===== src/sv/pcm_pkg.sv =====
package pcm_pkg;

    // One buffered point as it arrived.
    typedef struct packed {
        logic [31:0] x;
        logic [31:0] y;
        logic [31:0] z;
        logic [15:0] tag;
        logic        lin;
    } t_entry;

    // Point projected onto the working plane.
    typedef struct packed {
        logic signed [31:0] u;
        logic signed [31:0] v;
    } t_uv;

    // One kept point on the output side.
    typedef struct packed {
        logic [15:0] tag;
        logic [31:0] x;
        logic [31:0] y;
        logic [31:0] z;
        logic        path_end;
        logic        run_end;
    } t_kept;

    // Per-item line data broadcast to the distance checker.
    typedef struct packed {
        logic [1:0]         axis;
        logic signed [31:0] au;
        logic signed [31:0] av;
        logic signed [32:0] su;
        logic signed [32:0] sv;
        logic               zero;
        logic [61:0]        tol2;
        logic [128:0]       thr;
    } t_chk_ref;

    // Configuration register indexes.
    localparam logic [1:0] CFG_AXIS   = 2'd0;
    localparam logic [1:0] CFG_TOL    = 2'd1;
    localparam logic [1:0] CFG_MAXLEN = 2'd2;

    // Dropped-axis codes.
    localparam logic [1:0] AXIS_X = 2'd0;
    localparam logic [1:0] AXIS_Y = 2'd1;

    // Cycles spent draining the five-stage checker pipeline after the scan.
    localparam int DRAIN_CYC = 6;

    // Output queue depth.
    localparam int OQ_DEPTH = 4;

    function automatic t_uv proj(input logic [1:0] axis, input t_entry e);
        t_uv r;
        case (axis)
            AXIS_X:  begin r.u = e.y; r.v = e.z; end
            AXIS_Y:  begin r.u = e.x; r.v = e.z; end
            default: begin r.u = e.x; r.v = e.y; end
        endcase
        return r;
    endfunction

    function automatic logic [32:0] mag33(input logic signed [32:0] d);
        logic [32:0] r;
        r = d[32] ? 33'(-d) : 33'(d);
        return r;
    endfunction

endpackage


===== src/sv/pcm_cell.sv =====
module pcm_cell (
    input  logic            i_clk,
    input  logic            i_load,
    input  logic            i_shift,
    input  pcm_pkg::t_entry i_load_ent,
    input  pcm_pkg::t_entry i_next,
    output pcm_pkg::t_entry o_ent
);

    pcm_pkg::t_entry r_ent;

    // A cell either takes a new point or the point of its neighbor.
    always_ff @(posedge i_clk) begin
        if (i_load) begin
            r_ent <= i_load_ent;
        end else if (i_shift) begin
            r_ent <= i_next;
        end
    end

    assign o_ent = r_ent;

endmodule


===== config.mk =====
export PLATFORM = sky130hd
export DESIGN_NAME = pcm_cell
export DESIGN_NICKNAME = d
export VERILOG_FILES = /design/src/sv/pcm_pkg.sv /design/src/sv/pcm_cell.sv
export SDC_FILE = /design/constraint.sdc
export NUM_CORES = 1
export LEC_CHECK = 0
export BUFFER_PORTS_ARGS = -buffer_cell sky130_fd_sc_hd__buf_2
export CORE_MARGIN = 5
export CORE_UTILIZATION = 30
export CTS_CLUSTER_SIZE = 25
export DETAILED_ROUTE_END_ITERATION = 10
export GPL_TIMING_DRIVEN = 0
export PLACE_DENSITY = 0.6
export SLEW_MARGIN = 20
export SYNTH_ARGS = -nofsm -noshare
export SYNTH_HDL_FRONTEND = slang
export SYNTH_SLANG_ARGS = --single-unit

===== constraint.sdc =====
create_clock -name i_clk -period 4.2 [get_ports i_clk]
set_input_delay 0.63 -clock i_clk [delete_from_list [all_inputs] [get_ports i_clk]]
set_output_delay 0.63 -clock i_clk [all_outputs]
set_load 0.02 [all_outputs]

* After elaboration in Yosys (flattened, before gate mapping)
Cells that the tools add are included.
Widths: inputs -> output; s select.
** Storage, ports and cells
- Bits in registers :: 113
- Output and inout bits :: 113
- Input bits :: 229
** Cells by class
- Multiplexer cells :: 2
- Reductions and logical operators :: 1
** Operators by type and width (count)
- $mux 113 :: 2
- $reduce_bool 2->1 :: 1

* Longest topological paths before layout
Gate-level depths: netlist of run 1.
- Word-level depth :: 2
- Mapped depth :: 4

* Worst setup path after synthesis of run 1
No wires, ideal clock.
- Path type :: input to register
- Start point :: input i_load
- End point :: register r_ent, in the netlist o_ent[0], enable pin
- Library setup time :: 479 ps
- Stages on the path :: 4
- Path slack :: 194 ps
- Arrival :: 3527 ps
- Cells stage by stage :: buf_6 buf_6 buf_6 or2_1
** Between the ends
- Word-level cells in the longest chain between the ends :: 1
** RTL lines
- start: declaration :: RTL line pcm_cell.sv:3 : input logic i_load,
- $reduce_bool 2->1 (no line)
- end signal: assignment :: RTL line pcm_cell.sv:15 : r_ent <= i_load_ent;
- end signal: assignment :: RTL line pcm_cell.sv:17 : r_ent <= i_next;
- end: declaration :: RTL line pcm_cell.sv:10 : pcm_pkg::t_entry r_ent;
Every way passes these cells.
A chain may end at the register's enable or synchronous reset.

* Worst setup path in the final report of run 1
- Start point :: input i_load
- End point :: register r_ent, in the netlist o_ent[5], enable pin
Same word-level chain as after synthesis.

==> impl_results.rst, run 1 <==
.. list-table::
   :header-rows: 1

   * - Metric
     - Value
   * - Kind of end point of the critical path
     - register
   * - First-iteration detailed-routing DRC count
     - 100
   * - Portion of the post-synthesis area used by sequential elements
     - 0.6775
   * - Number of distinct library cells after synthesis
     - 6
   * - Dominant combinational cell family by area after synthesis
     - multiplexers
   * - Syn Inst Count
     - between 200 and 250
   * - Post-route minimum period
     - between 1.5 and 2 ns
   * - Max transition margin
     - 0.7911
   * - Area growth from synthesis to layout
     - 52.14%
   * - Ports
     - around 340
   * - Drt drc
     - 0
   * - Overall die width
     - ~140 um
   * - Net total in the final layout
     - between 800 and 900
   * - Post-Synth XOR/XNOR Area
     - 0
   * - Half-perimeter wire length after placement
     - roughly 11000 um
   * - Total power per unit cell area
     - around 450 mW/mm2
   * - Count of buffers from port buffering
     - 340
   * - Number of antenna violations at the first check in global routing
     - 0
   * - Portion of netlist area occupied by mux cells
     - 0.2983
   * - Site Rows
     - 47
   * - Final estimated routing congestion in global placement
     - 0.8468
   * - Setup TNS Final
     - 0 ns
   * - Number of hold violations in the final report
     - 0
   * - First-pass GRT wire length
     - roughly 21000 um
   * - Clock edge transition at the registers on the reported setup and hold paths
     - ~0.05 ns
   * - Core footprint
     - about 0.016 mm2
   * - Vertical extent of the die
     - 139.2 um
   * - Final routed wire length divided by cell count
     - ~17 um
   * - Most frequent cells in the layout
     - 345 x buf_2, 113 x edfxtp_1, 59 x mux2_4
   * - Run status
     - complete, no violations
   * - Max_cap viols
     - 0
   * - Resized Gates After CTS
     - 0
   * - Worst Path Required
     - between 4 and 5 ns
   * - Design Power
     - approximately 3400 uW
   * - Cells after DPL
     - ~800
   * - Die Outline Area
     - 0.01938 mm2
   * - Vias after detailed routing
     - approximately 3500
   * - Effective utilization at floorplan
     - 0.3042
   * - Number of endpoints failing setup at the final stage
     - 0
   * - Critical path data arrival time
     - about 1.7 ns
   * - Flop and latch count out of synthesis
     - approximately 110
   * - Biggest fanout along the worst timing path
     - 56
   * - Period Utilization, post-route
     - 0.3806
   * - Pins over their slew limit
     - 0
   * - Count of non-filler cells in the finished layout
     - roughly 830
   * - Crit path kind
     - input pin to register
   * - Startpoint of the worst hold path
     - i_next[65]
   * - Combined global-route utilization of all metal layers
     - 0.1414
   * - Pre-Repair DR Iteration Count
     - 4
   * - Synth Area in Compound Gates
     - 0
   * - Utilization after layout
     - 0.4628
   * - Count of warnings emitted by yosys
     - 0
   * - Unrepaired setup endpoints after global routing
     - false
   * - Vias in the first global route
     - just under 4000
   * - Avg Synthesized Cell Area
     - 20.87 um2
   * - Summed instance area of the synthesized netlist
     - between 0.005 and 0.006 mm2
   * - TritonCTS Sinks
     - roughly 110
   * - Root buf cell
     - clkbuf_16
   * - Static Leak
     - about 0.0036 uW
   * - Synth Area in Adders
     - 0
   * - Number of flip-flops under the largest register name
     - around 110
   * - Simple-gate share of the synthesized area
     - 0.001249
   * - Pin count of the biggest net entering global routing
     - 57
   * - Number of clock buffers inserted by TritonCTS
     - 17
   * - Nature of the critical path startpoint
     - input pin
   * - Slew of the pin with the lowest slew margin
     - 0.3133 ns
   * - Hold_buf cts
     - 0
   * - Antenna diode count
     - 0
   * - Share of layout cells above drive strength 1
     - 0.8078
   * - Number of buffers inserted to repair setup after CTS
     - 0
   * - Tightest Hold Check Type
     - input pin to register
   * - Net count after synthesis
     - ~470
   * - Via density
     - 4.222
   * - Peak supply drop
     - 0.2313 mV
   * - Most frequent standard cell in the layout excluding fill and tap cells
     - buf_2
   * - Launching element of the worst setup path
     - i_load
   * - Fmax
     - 625.6 MHz
   * - CTS tree
     - yes
   * - Final WL
     - approximately 14000 um
   * - Max Root-Sink Buffers
     - 2
   * - Global route overflow
     - 0
   * - H-tree Lvls
     - 4
   * - Final antenna-violating net count
     - 0
==> layer usage <==
metal  up-vias  routed length (um)  global-route usage  share of wire
li1       1671                   -                   -              -
met4         0                 412             0.06797          0.029
met2       221                7345              0.2488           0.52
met3        33                1430             0.07273           0.10
met1      1596                4883              0.1369           0.35
met5         -                   0                   0              0
==> per-stage QoR <==
step / instance area, um2 / hold WS, ns / setup slack, ns
5_1_grt: 7620 / 0.4878 / 2.538
6_report: 7620 / 0.5189 / 2.601
3_5_place_dp: 7043 / 0.9339 / 2.158
4_1_cts: 7620 / 0.4945 / 2.571
2_1_floorplan: 5009 / 0.8475 / 0.1936
3_3_place_gp: 6985 / 0.9298 / -0.9498
==> critical path, cell delays in order <==
cell    delay, ns
buf_6        0.11
buf_6        0.18
buf_6        0.21
or2_4        0.21
buf_16       0.26
==> synthesized netlist by cell type, drive strengths merged <==
master | number | area, um2
mux2 | 113 | 1494
buf | 13 | 115.1
edfxtp | 113 | 3393
or2 | 1 | 6.260
==> cells by family after synthesis <==
kind of cell	count (synthesis)
buf+inv	13
flops	113
mux	113
simple gates	1
==> area by class of cell <==
cell class / count / area [um2]
Fill cell: 1497 / 8846
Sequential cell: 113 / 3393
Timing Repair Buffer: 342 / 1757
Multi-Input combinational cell: 114 / 1503
Clock buffer: 19 / 432.9
Tap cell: 220 / 275.3
Clock inverter: 13 / 143.9
Buffer: 13 / 115.1
==> power breakdown <==
group	internal, uW	switching (uW)
logic	270	317
clock network	919	484
registers	1390	28.1
total	2580	829
==> worst paths after layout <==
| path | to | cells past startpoint |
|---|---|---|
| hold / removal | o_ent[65] | 2 |
| setup / recovery | o_ent[5] | 5 |
(Power assumes the default switching activity.)
==> run 2, diff against run 1 <==
--- a/config.mk
+++ b/config.mk
@@ -5,13 +5,14 @@
 export SDC_FILE = /design/constraint.sdc
 export NUM_CORES = 1
 export LEC_CHECK = 0
+export ABC_AREA = 1
 export BUFFER_PORTS_ARGS = -buffer_cell sky130_fd_sc_hd__buf_2
 export CORE_MARGIN = 5
 export CORE_UTILIZATION = 30
 export CTS_CLUSTER_SIZE = 25
 export DETAILED_ROUTE_END_ITERATION = 10
 export GPL_TIMING_DRIVEN = 0
-export PLACE_DENSITY = 0.6
+export PLACE_DENSITY = 0.59
 export SLEW_MARGIN = 20
 export SYNTH_ARGS = -nofsm -noshare
 export SYNTH_HDL_FRONTEND = slang
==> constraint.sdc (replaced) <==
create_clock -name i_clk -period 1.5 [get_ports i_clk]
set_input_delay 0.225 -clock i_clk [delete_from_list [all_inputs] [get_ports i_clk]]
set_output_delay 0.225 -clock i_clk [all_outputs]
set_load 0.02 [all_outputs]
==> run 2 against run 1 <==
Power increased to 2.7 times the previous value. Sequential cell count did not move. Non-clock buffer count is 12 higher. Clock power grew to 2.7 times the previous value. Wire length up 16%. Worst setup slack worse by 2.3 ns. First-iteration DRC count increased by 81%. Synthesized cell count increased by 100%. Area after synthesis is 3.1% lower. Sequential share of layout area is 1.1 points higher. Cell count increased by 28%. Largest cell class unchanged.
==> impl_results.rst, run 2 <==
.. list-table::
   :header-rows: 1

   * - Metric
     - Value
   * - Worst Path Required
     - 1.58 ns (-2.69 ns)
   * - Share of layout cells above drive strength 1
     - 0.4631 (-0.3447)
   * - Overall die width
     - 137.2 um (-1.4%)
   * - Post-route minimum period
     - around 1.2 ns
   * - First-pass GRT wire length
     - 23070 um (+10%)
   * - Max_cap viols
     - 0 (unchanged)
   * - Utilization after layout
     - 0.4684 (+0.005649)
   * - Number of antenna violations at the first check in global routing
     - 0 (unchanged)
   * - Number of distinct library cells after synthesis
     - 8 (+2)
   * - Proportion of synthesized flip-flops having asynchronous set or reset
     - 0 (unchanged)
   * - Final routed wire length divided by cell count
     - 15.24 um (-9.7%)
   * - Net total in the final layout
     - 1069 (+29%)
   * - Pre-Repair DR Iteration Count
     - 4 (unchanged)
   * - Run status
     - complete, no violations
   * - Slew of the pin with the lowest slew margin
     - 0.5078 ns (+0.1945 ns)
   * - Cell types with the highest counts after synthesis
     - 339 x nand2_1, 113 x edfxtp_1, 14 x buf_2
   * - Tightest Hold Check Type
     - input pin to register
   * - Syn Inst Count
     - 479 (+100%)
   * - Nature of the critical path startpoint
     - input pin
   * - Clock edge transition at the registers on the reported setup and hold paths
     - 0.05 ns (about the same)
   * - Effective utilization at floorplan
     - 0.3056 (+0.001429)
   * - Most area-hungry cell type in the Yosys netlist
     - edfxtp_1
   * - Vertical extent of the die
     - 137.2 um (-1.4%)
   * - Summed instance area of the synthesized netlist
     - 0.004855 mm2 (-3.1%)
   * - Design Power
     - 9308 uW (+170%)
   * - Number of buffers inserted to repair setup after CTS
     - 0 (unchanged)
   * - Fraction of post-synthesis cell area in the top cell type by area
     - 0.6990 (+0.02148)
   * - Final estimated routing congestion in global placement
     - 0.8184 (-3.4%)
   * - Biggest area contributors in the synthesized netlist
     - edfxtp_1 70%, nand2_1 26%, buf_6 1.9%
   * - Half-perimeter wire length after placement
     - 12810 um (+12%)
   * - Vias after detailed routing
     - 4429 (+26%)
   * - Number of flip-flops under the largest register name
     - 113 (unchanged)
   * - Max transition margin
     - 0.6615 (-0.1297)
   * - H-tree Lvls
     - 4 (unchanged)
   * - Setup TNS Final
     - 0 ns (unchanged)
   * - Critical path data arrival time
     - 1.29 ns (-0.38 ns)
   * - Post-Place Worst Slack
     - -0.1720 ns (-2.330 ns)
   * - Ports
     - 342 (unchanged)
   * - Count of buffers from port buffering
     - 340 (unchanged)
   * - Most frequent cells in the layout
     - 354 x buf_2, 339 x nand2_1, 113 x edfxtp_1
   * - Final antenna-violating net count
     - 0 (unchanged)
   * - Antenna diode count
     - 0 (unchanged)
   * - Number of hold violations in the final report
     - 0 (unchanged)
   * - Total of fill cells in the finished design
     - 1522 (+1.7%)
   * - Number of endpoints failing setup at the final stage
     - 0 (unchanged)
   * - Drt drc
     - 0 (unchanged)
   * - Hold_buf cts
     - 0 (unchanged)
   * - Count of warnings emitted by yosys
     - 0 (unchanged)
   * - Kind of end point of the critical path
     - register
   * - Final Worst Setup Slack
     - 0.2889 ns (-2.313 ns)
   * - Core footprint
     - 0.01589 mm2 (-3.5%)
   * - Max Root-Sink Buffers
     - 2 (unchanged)
   * - Top-count cell post-synth
     - nand2_1
   * - Flop and latch count out of synthesis
     - 113 (unchanged)
   * - Root buf cell
     - clkbuf_16
   * - Resized Gates After CTS
     - 0 (unchanged)
   * - Most frequent standard cell in the layout excluding fill and tap cells
     - buf_2
   * - Net count after synthesis
     - 708 (+51%)
   * - Fmax
     - around 830 MHz
   * - Die Outline Area
     - 0.01883 mm2 (-2.9%)
   * - Pins over their slew limit
     - 0 (unchanged)
   * - Post-synth EDFFs
     - 113 (unchanged)
   * - Final WL
     - 16290 um (+16%)
   * - Via density
     - 4.143 (-1.9%)
   * - Total power per unit cell area
     - 1251 mW/mm2 (+180%)
   * - Portion of the post-synthesis area used by sequential elements
     - 0.6990 (+0.02148)
   * - Number of clock buffers inserted by TritonCTS
     - 17 (unchanged)
   * - Site Rows
     - 46 (-2.1%)
   * - Avg Synthesized Cell Area
     - 10.13 um2 (-51%)
   * - TritonCTS Sinks
     - 113 (unchanged)
   * - Vias in the first global route
     - 4333 (+11%)
   * - CTS tree
     - yes
   * - Worst slack on hold paths
     - 0.07920 ns (-0.4397 ns)
   * - Area growth from synthesis to layout
     - 53.27%
   * - Combined global-route utilization of all metal layers
     - 0.1653 (+0.02386)
   * - First-iteration detailed-routing DRC count
     - 181 (+81%)
   * - Unrepaired setup endpoints after global routing
     - false
   * - Period Utilization, post-route
     - 0.8074
   * - Crit path kind
     - input pin to register
   * - Global route overflow
     - 0 (unchanged)
   * - Pin count of the biggest net entering global routing
     - 48 (-16%)
   * - Most instantiated flip-flop cell in the synthesis netlist
     - edfxtp_1
   * - Peak supply drop
     - 0.6653 mV (+190%)
   * - Biggest fanout along the worst timing path
     - 47 (-16%)
   * - Static Leak
     - 0.003925 uW (+10%)
==> run 2: changes by cell type after synthesis, sizes merged <==
cell,previous run,this run
mux2,113,0
clkbuf,0,1
buf,13,24
inv,0,1
nand2,0,339
==> run 2: path summary, 6_finish.rpt <==
| kind | start | end | slack (ns) | cells after the start |
|---|---|---|---|---|
| worst max-delay path | i_load | o_ent[77] | 0.29 | 4 |
| worst min-delay path | i_next[32] | o_ent[32] | 0.08 | 3 |
==> run 2: cell type report <==
cell class / count / area [um2] / share of cell area
multi-input cells: 340 / 1281 / 0.1722
well taps: 216 / 270.3 / 0.03632
inverters: 1 / 3.754 / 0.0005045
clock buffers: 19 / 432.9 / 0.05818
repair buffers: 342 / 1749 / 0.2351
plain buffers: 25 / 190.2 / 0.02556
clock inverters: 13 / 120.1 / 0.01614
flip-flops and latches: 113 / 3393 / 0.4560
==> run 2: cell families (layout without fill, tap and decap cells) <==
kind of cell,after synthesis,after routing,synth area share
buffers and inverters,26,400,0.03763
DFF,113,113,0.6990
and+or+nand+nor,340,340,0.2634
==> run 2: per-layer routing <==
layer  vias to the layer above  routed length (um)  GRT usage
met5                         -                   0          0
li1                       2265                   -          -
met1                      1922                5814     0.1763
met3                        19                1919    0.07159
met2                       223                8280     0.2935
met4                         0                 274    0.05377
==> run 2: critical path, stage by stage <==
cell and delay (ns):
buf_8 0.10, buf_6 0.17, or2_4 0.46, buf_16 0.30
==> run 2: where the power goes <==
| part | internal [uW] | switching, uW |
|---|---|---|
| clock | 2410 | 1360 |
| combinational | 588 | 1000 |
| sequential | 3880 | 71.3 |
==> run 2: per-stage QoR <==
stage	instance area, um2	cells
CTS	7441	1069
global route	7441	1069
finish	7441	1069
global placement	6840	1035
detailed placement	6888	1037
floorplan	4868	479
==> run 3, diff against run 2 <==
==> constraint.sdc (replaced) <==
create_clock -name i_clk -period 1.23 [get_ports i_clk]
set_input_delay 0.1845 -clock i_clk [delete_from_list [all_inputs] [get_ports i_clk]]
set_output_delay 0.1845 -clock i_clk [all_outputs]
set_load 0.02 [all_outputs]
==> run 3 against run 2 <==
Highest routed layer unchanged. Wire length grew 1.1%. Non-clock buffer count is the same. Largest power group unchanged. Cell count is essentially flat. Clock power grew 22%.
==> impl_results.rst, run 3 (synthesized netlist as in run 2, its figures left out) <==
.. list-table::
   :header-rows: 1

   * - Metric
     - Value
   * - Cell with the biggest individual delay on the critical path
     - edfxtp_1
   * - Max_cap viols
     - 0 (unchanged)
   * - Area after DPL
     - 0.006888 mm2 (unchanged)
   * - Period Utilization, post-route
     - 0.9428
   * - Critical path data arrival time
     - 0.98 ns (-0.31 ns)
   * - Fmax
     - between 800 and 900 MHz
   * - Site Rows
     - 46 (unchanged)
   * - Hold_buf cts
     - 0 (unchanged)
   * - Post-route minimum period
     - 1.160 ns
   * - Most frequent cells in the layout
     - 354 x buf_2, 339 x nand2_1, 113 x edfxtp_1
   * - Die Outline Area
     - 0.01883 mm2 (unchanged)
   * - Sw frac
     - 0.2621 (+0.0008506)
   * - Count of buffers from port buffering
     - 340 (unchanged)
   * - Internal power consumption
     - 8387 uW (+22%)
   * - Final design instance area without fill
     - 0.007447 mm2 (about the same)
   * - Overall die width
     - 137.2 um (unchanged)
   * - Reg power frac
     - 0.424 (about the same)
   * - Unrepaired setup endpoints after global routing
     - false
   * - Worst Path Required
     - 1.05 ns (-0.53 ns)
   * - Final estimated routing congestion in global placement
     - 0.8184 (unchanged)
   * - Via density
     - 4.136 (-0.16%)
   * - Vias in the first global route
     - 4333 (unchanged)
   * - Setup TNS Final
     - 0 ns (unchanged)
   * - Share of layout cells above drive strength 1
     - 0.4637 (+0.0006287)
   * - H-tree Lvls
     - 4 (unchanged)
   * - Number of flip-flops under the largest register name
     - 113 (unchanged)
   * - Resized Gates After CTS
     - 0 (unchanged)
   * - Area growth from synthesis to layout
     - 53.40% (about the same)
   * - TritonCTS Sinks
     - 113 (unchanged)
   * - Count of non-filler cells in the finished layout
     - 1070 (+0.094%)
   * - Number of endpoints failing setup at the final stage
     - 0 (unchanged)
   * - CTS tree
     - yes
   * - Most frequent standard cell in the layout excluding fill and tap cells
     - buf_2
   * - Number of cells on the worst hold path
     - 3 (unchanged)
   * - Peak supply drop
     - 0.8136 mV (+22%)
   * - Final WL
     - 16470 um (+1.1%)
   * - Total of fill cells in the finished design
     - 1521 (-0.066%)
   * - Chain of cells forming the critical path
     - buf_2
   * - Slew of the pin with the lowest slew margin
     - 0.4118 ns (-0.09603 ns)
   * - Design Power
     - 11370 uW (+22%)
   * - Max transition margin
     - 0.7255 (+0.06402)
   * - Nature of the critical path startpoint
     - register
   * - Pins over their slew limit
     - 0 (unchanged)
   * - Kind of end point of the critical path
     - output pin
   * - Core footprint
     - 0.01589 mm2 (unchanged)
   * - Global route overflow
     - 0 (unchanged)
   * - Number of antenna violations at the first check in global routing
     - 0 (unchanged)
   * - Combined buffer and inverter count along the critical path
     - 1 (-2)
   * - Half-perimeter wire length after placement
     - 12810 um (unchanged)
   * - First-pass GRT wire length
     - 23070 um (unchanged)
   * - Tightest Hold Check Type
     - input pin to register
   * - Antenna diode count
     - 0 (unchanged)
   * - Combined global-route utilization of all metal layers
     - 0.1653 (unchanged)
   * - Biggest fanout along the worst timing path
     - 1 (-98%)
   * - Logic gate share of total power
     - 0.171 (about the same)
   * - Pre-Repair DR Iteration Count
     - 4 (unchanged)
   * - Run status
     - complete, no violations
   * - Final antenna-violating net count
     - 0 (unchanged)
   * - Vias after detailed routing
     - 4426 (-0.068%)
   * - First-iteration detailed-routing DRC count
     - 185 (+2.2%)
   * - Net total in the final layout
     - 1070 (+0.094%)
   * - Critical path's largest stage delay
     - 0.38 ns (-0.08 ns)
   * - Pin count of the biggest net entering global routing
     - 48 (unchanged)
   * - Startpoint of the worst hold path
     - i_next[32]
   * - Number of clock buffers inserted by TritonCTS
     - 17 (unchanged)
   * - Clock edge transition at the registers on the reported setup and hold paths
     - 0.05 ns (about the same)
   * - Vertical extent of the die
     - 137.2 um (unchanged)
   * - Number of buffers inserted to repair setup after CTS
     - 0 (unchanged)
   * - Power spent charging and discharging nets
     - 2979 uW (+23%)
   * - Share of power burned in the clock network
     - 0.405 (about the same)
   * - Crit path kind
     - register to output pin
   * - Number of cells on the critical path
     - 1 (-3)
   * - Max Root-Sink Buffers
     - 2 (unchanged)
   * - Final routed wire length divided by cell count
     - 15.39 um (+0.99%)
   * - Total power per unit cell area
     - 1526 mW/mm2 (+22%)
   * - Terminating pin of the worst hold path
     - o_ent[32]
   * - Number of hold violations in the final report
     - 0 (unchanged)
   * - Worst slack on hold paths
     - 0.03842 ns (-0.04078 ns)
   * - Static Leak
     - 0.003928 uW (about the same)
   * - Root buf cell
     - clkbuf_16
   * - Ports
     - 342 (unchanged)
   * - Effective utilization at floorplan
     - 0.3056 (unchanged)
   * - Largest delay contributor family on the critical path
     - flip-flops
   * - Cells after DPL
     - 1037 (unchanged)
   * - Drt drc
     - 0 (unchanged)
-- run 3: cell types whose count changed in the layout (fill, tap and decap cells not counted) --
cell,change
or2_2,+1
-- run 3: metal layers --
| metal | routed length, um | vias to the layer above | track usage |
|---|---|---|---|
| li1 | - | 2271 | - |
| met1 | 5853 | 1922 | 0.1763 |
| met2 | 8461 | 215 | 0.2935 |
| met3 | 1878 | 18 | 0.07159 |
| met4 | 271 | 0 | 0.05377 |
| met5 | 0 | - | 0 |
-- run 3: how the worst max path moves through the flow --
stage,to,start
2_1_floorplan,o_ent[0],i_load
3_3_place_gp,o_ent[72],i_load
3_5_place_dp,o_ent[72],i_load
4_1_cts,o_ent[77],i_load
5_1_grt,o_ent[40],o_ent[40]
6_report,o_ent[40],o_ent[40]
-- run 3: final cells by class --
| class | count | area [um2] | area share |
|---|---|---|---|
| sequential | 113 | 3393 | 0.4556 |
| multi-input combinational | 341 | 1287 | 0.1729 |
| tap | 216 | 270.3 | 0.03629 |
| buffer | 25 | 190.2 | 0.02554 |
| inverter | 1 | 3.754 | 0.0005040 |
| timing repair buffer | 342 | 1749 | 0.2349 |
| clock inverter | 13 | 120.1 | 0.01613 |
| clock buffer | 19 | 432.9 | 0.05813 |
-- run 3: power groups by stage --
| stage | sequential [uW] | clock [uW] | combinational (uW) |
|---|---|---|---|
| floorplan | 5490 | 0 | 429 |
| global placement | 4890 | 0 | 1950 |
| detailed placement | 4900 | 0 | 1970 |
| CTS | 4820 | 4730 | 1980 |
| global route | 4860 | 4920 | 2120 |
| finish | 4820 | 4600 | 1950 |
-- run 3: metrics by stage --
step                      worst slack (ns)  utilization
after detailed placement           -0.4015       0.4336
final                              0.07041       0.4688
after global routing               0.01117       0.4688
after floorplan                    -0.4211            -
after global placement             -0.9621       0.4306
after CTS                          0.03453       0.4684
